==> src/srtl_ram.sv <==
`timescale 1ns / 1ps

module srtl_ram #(
   parameter int WIDTH = 8,
   parameter int DEPTH = 16,
   localparam int AW   = (DEPTH > 1) ? $clog2(DEPTH) : 1
) (
   input  logic             clock,
   input  logic             wr_en,
   input  logic [AW-1:0]    wr_addr,
   input  logic [WIDTH-1:0] wr_data,
   input  logic [AW-1:0]    rd_addr,
   output logic [WIDTH-1:0] rd_data
);

   logic [WIDTH-1:0] mem_ff [DEPTH];
   logic [WIDTH-1:0] rd_data_ff;

   always_ff @(posedge clock) begin
      if (wr_en) begin
         mem_ff[wr_addr] <= wr_data;
      end
      rd_data_ff <= mem_ff[rd_addr];
   end

   assign rd_data = rd_data_ff;

endmodule

==> config.mk <==
export PLATFORM = sky130hd
export DESIGN_NAME = srtl_ram
export DESIGN_NICKNAME = d
export VERILOG_FILES = /design/src/srtl_ram.sv
export SDC_FILE = /design/constraint.sdc
export NUM_CORES = 1
export LEC_CHECK = 0
export BUFFER_PORTS_ARGS = -buffer_cell sky130_fd_sc_hd__buf_2
export CORE_AREA = 2 2 104 106
export DETAILED_ROUTE_END_ITERATION = 7
export DIE_AREA = 0 0 106 108
export PLACE_DENSITY_LB_ADDON = 0.2
export SLEW_MARGIN = 15
export SYNTH_ARGS = -nofsm -noshare
export SYNTH_HDL_FRONTEND = slang
export SYNTH_SLANG_ARGS = --single-unit
==> constraint.sdc <==
create_clock -name clock -period 4.13 [get_ports clock]
set_input_delay 0.6195 -clock clock [delete_from_list [all_inputs] [get_ports clock]]
set_output_delay 0.6195 -clock clock [all_outputs]
set_load 0.02 [all_outputs]
==> key figures <==
Worst setup path
  – Sequence of cells on the critical path: buf_2 > buf_4 > mux4_1 > a22oi_1 > nand2_1
  – Worst path slowest cell: mux4_1
  – Worst setup EP type: register
  – Worst EP required: 4.52 ns
  – Crit path launch type: primary input
  – CP Data Arrival Time: 2.41 ns
  – CP Class: primary input to register
  – Worst-path fanout max: 19
  – Max stage delay on crit path: 0.63 ns

Hold path
  – Worst min path class: primary input to register

Die
  – Die Width: 106 um
  – Core Rows: 37
  – Core box area: 0.0102 sq mm
  – DIE AREA: 0.0114 sq mm
  – Boundary pin count: 26
  – Chip height: 108 um
  – Starting Density: 50.3%

Placement
  – Inst Count DP: 384
  – IO buf count: 25
  – DP HPWL: 5870 um
  – Pre-CTS setup slack: 1.52 ns
  – Gpl congestion: 0.701

Clocking
  – Worst-path clk slew: 0.06 ns
  – CTS resizes: 0
  – H-Tree Depth: 4
  – Num Clock Sinks: 136
  – Post-CTS Hold Buffers: 0
  – Cts bufs inserted: 17
  – Max Root-Sink Buffers: 2
  – Clock latency reported for the late side of the worst-skew pair: 0.50 ns
  – CTS root buffer: clkbuf_8
  – CTS tree: yes
  – Post-CTS Setup Repair Bufs: 0

STA
  – Fmax: 495 MHz
  – Setup violators final: 0
  – Final Cycle Share: 48.9%
  – Worst Tran Pin Value: 0.988 ns
  – Final Slew Violations: 0
  – RSZ-0062 raised after global routing: no
  – Normalized max-slew margin: 33.9%
  – Setup Total Neg Slack: 0 ns
  – Hold Vio Cnt, Final: 0
  – Worst-case clock skew: 0.00549 ns
  – Final min period: 2.02 ns
  – Final WS setup: 2.11 ns

GRT
  – GRT met1 Usage: 26.0%
  – Gr usage total: 18.6%
  – GR peak layer: met2
  – Largest net degree at the start of global routing: 33
  – M3 GR Usage: 5.12%
  – Gr ovfl total: 0
  – First-pass GRT wire length: 14700 um
  – Initial antenna violation count: 0
  – Met2 Use GR: 28.9%
  – Number of global-route vias before repair: 2409

Synth
  – Syn avg cell area: 22.5 sq um
  – Ys Warns: 0
  – Cell count after synthesis: 229
  – Netlist cell types: 19
  – Yosys reg bits: 136
  – Post-Syn Nets: 247
  – Sequential share of the synthesized area: 77.8%
  – Cell area after synthesis: 0.00515 sq mm

Routing
  – Vias: 2361
  – DRT Wirelength: 9420 um
  – DRT iter0 DRCs: 122
  – Wire per inst: 22.7 um
  – Post-detailed-route count of antenna-violating nets: 0
  – DR vias/cell: 5.69
  – Drt drc: 0
  – Router iterations before antenna repair: 4

Run status
  – Status: finished clean

Run
  – Max cap viols: 0

Power and ir drop
  – P_leak: 1.96 nW
  – Power Dens Cells: 506 mW/mm^2
  – Worst IR drop on VDD: 240 uV

Layout
  – Layout cells sized above 1: 26.5%
  – N_diodes: 0
  – Fill cell count: 740
  – Layout area overhead: 14.6%
  – Final nets: 285
  – Final Non-Filler Cells: 415
[power by group]
group / switching (mW) / internal, mW
combinational: 0.0873 / 0.0560
clock: 0.508 / 0.781
sequential: 0.00945 / 1.54
[registers in the layout, indices dropped and copies added (netlist names)]
| register | flops |
|---|---|
| mem_ff | 128 |
| rd_data | 8 |
[cells in the final DEF, fill, tap and decap left out]
cell and n:
bufinv_16 1, clkbuf_1 3, buf_4 4, clkinv_2 4, dfxtp_1 8, clkbuf_16 16, nand3b_1 2, clkbuf_8 1
clkinvlp_4 3, nand3_1 1, nor2b_1 1, nor3_2 1, mux4_1 14, nand2_1 9, nor2_1 13, or3b_2 1
edfxtp_1 128, and2b_1 1, and2_1 1, nor3_1 3, a22oi_1 16, nand2b_1 2, buf_2 25, clkinv_1 3
mux4_2 18
[cells in the mapped netlist]
| library cell | n | area share, % |
|---|---|---|
| buf_6 | 3 | 0.66 |
| nor2b_1 | 1 | 0.12 |
| edfxtp_1 | 128 | 75 |
| mux4_2 | 18 | 7.9 |
| or3b_2 | 1 | 0.17 |
| nor2_1 | 13 | 0.95 |
| and2_1 | 1 | 0.12 |
| buf_4 | 1 | 0.15 |
| nand2b_1 | 2 | 0.24 |
| a22oi_1 | 16 | 2.3 |
| buf_2 | 3 | 0.29 |
| dfxtp_1 | 8 | 3.1 |
| clkdlybuf4s25_2 | 3 | 0.58 |
| mux4_1 | 14 | 7.1 |
| nor3_1 | 4 | 0.39 |
| nand3b_1 | 2 | 0.29 |
| nand2_1 | 9 | 0.66 |
| and2b_1 | 1 | 0.15 |
| nand3_1 | 1 | 0.097 |
[cell families (layout without fill, tap and decap cells)]
logic type             count (synthesis)  in the layout  share of synthesized area, %
DFF                                  136            136                          77.8
and+or+nand+nor                       35             35                          3.18
muxes                                 32             32                          15.0
AOI/OAI and AO/OA                     16             16                          2.33
buffers and inverters                 10             60                          1.68
[final cells by class]
type	count	area, sq um	share of cell area (%)
Sequential cell	136	4000	67.9
Multi-Input combinational cell	83	1060	18.0
Clock buffer	20	425	7.21
Tap cell	136	170	2.88
Timing Repair Buffer	29	155	2.63
Clock inverter	11	83.8	1.42
[critical path, delay by kind of cell]
| family | cells | cell delay, ns |
|---|---|---|
| buf+inv | 2 | 0.80 |
| compound gates | 1 | 0.28 |
| simple gates | 1 | 0.08 |
| mux | 1 | 0.63 |
[stage by stage]
step / power, mW / hold slack [ns] / area, sq um / util, %
final: 2.99 / 0.502 / 5900 / 57.7
after global routing: 3.09 / 0.490 / 5900 / 57.7
after CTS: 3.01 / 0.485 / 5900 / 57.7
after detailed placement: 1.73 / 0.654 / 5390 / 52.7
after global placement: 1.72 / 0.643 / 5390 / 52.6
after floorplan: 1.67 / 0.629 / 5150 / -
[layer usage]
layer  part of all wire (%)  up-vias
met4                   0.90        0
met1                     44     1232
met5                      0        -
met3                    5.1        8
met2                     50       70
li1                       -     1051
[worst paths after layout]
check          startpoint            end  slack [ns]  cells past startpoint
min            wr_data[4]  mem_ff[15][4]        0.50                      1
max reg2reg  mem_ff[9][2]     rd_data[2]        2.74                      3
max            rd_addr[0]     rd_data[3]        2.11                      5
min reg2reg  mem_ff[4][1]     rd_data[1]        0.67                      3
(Power assumes the default switching activity.)
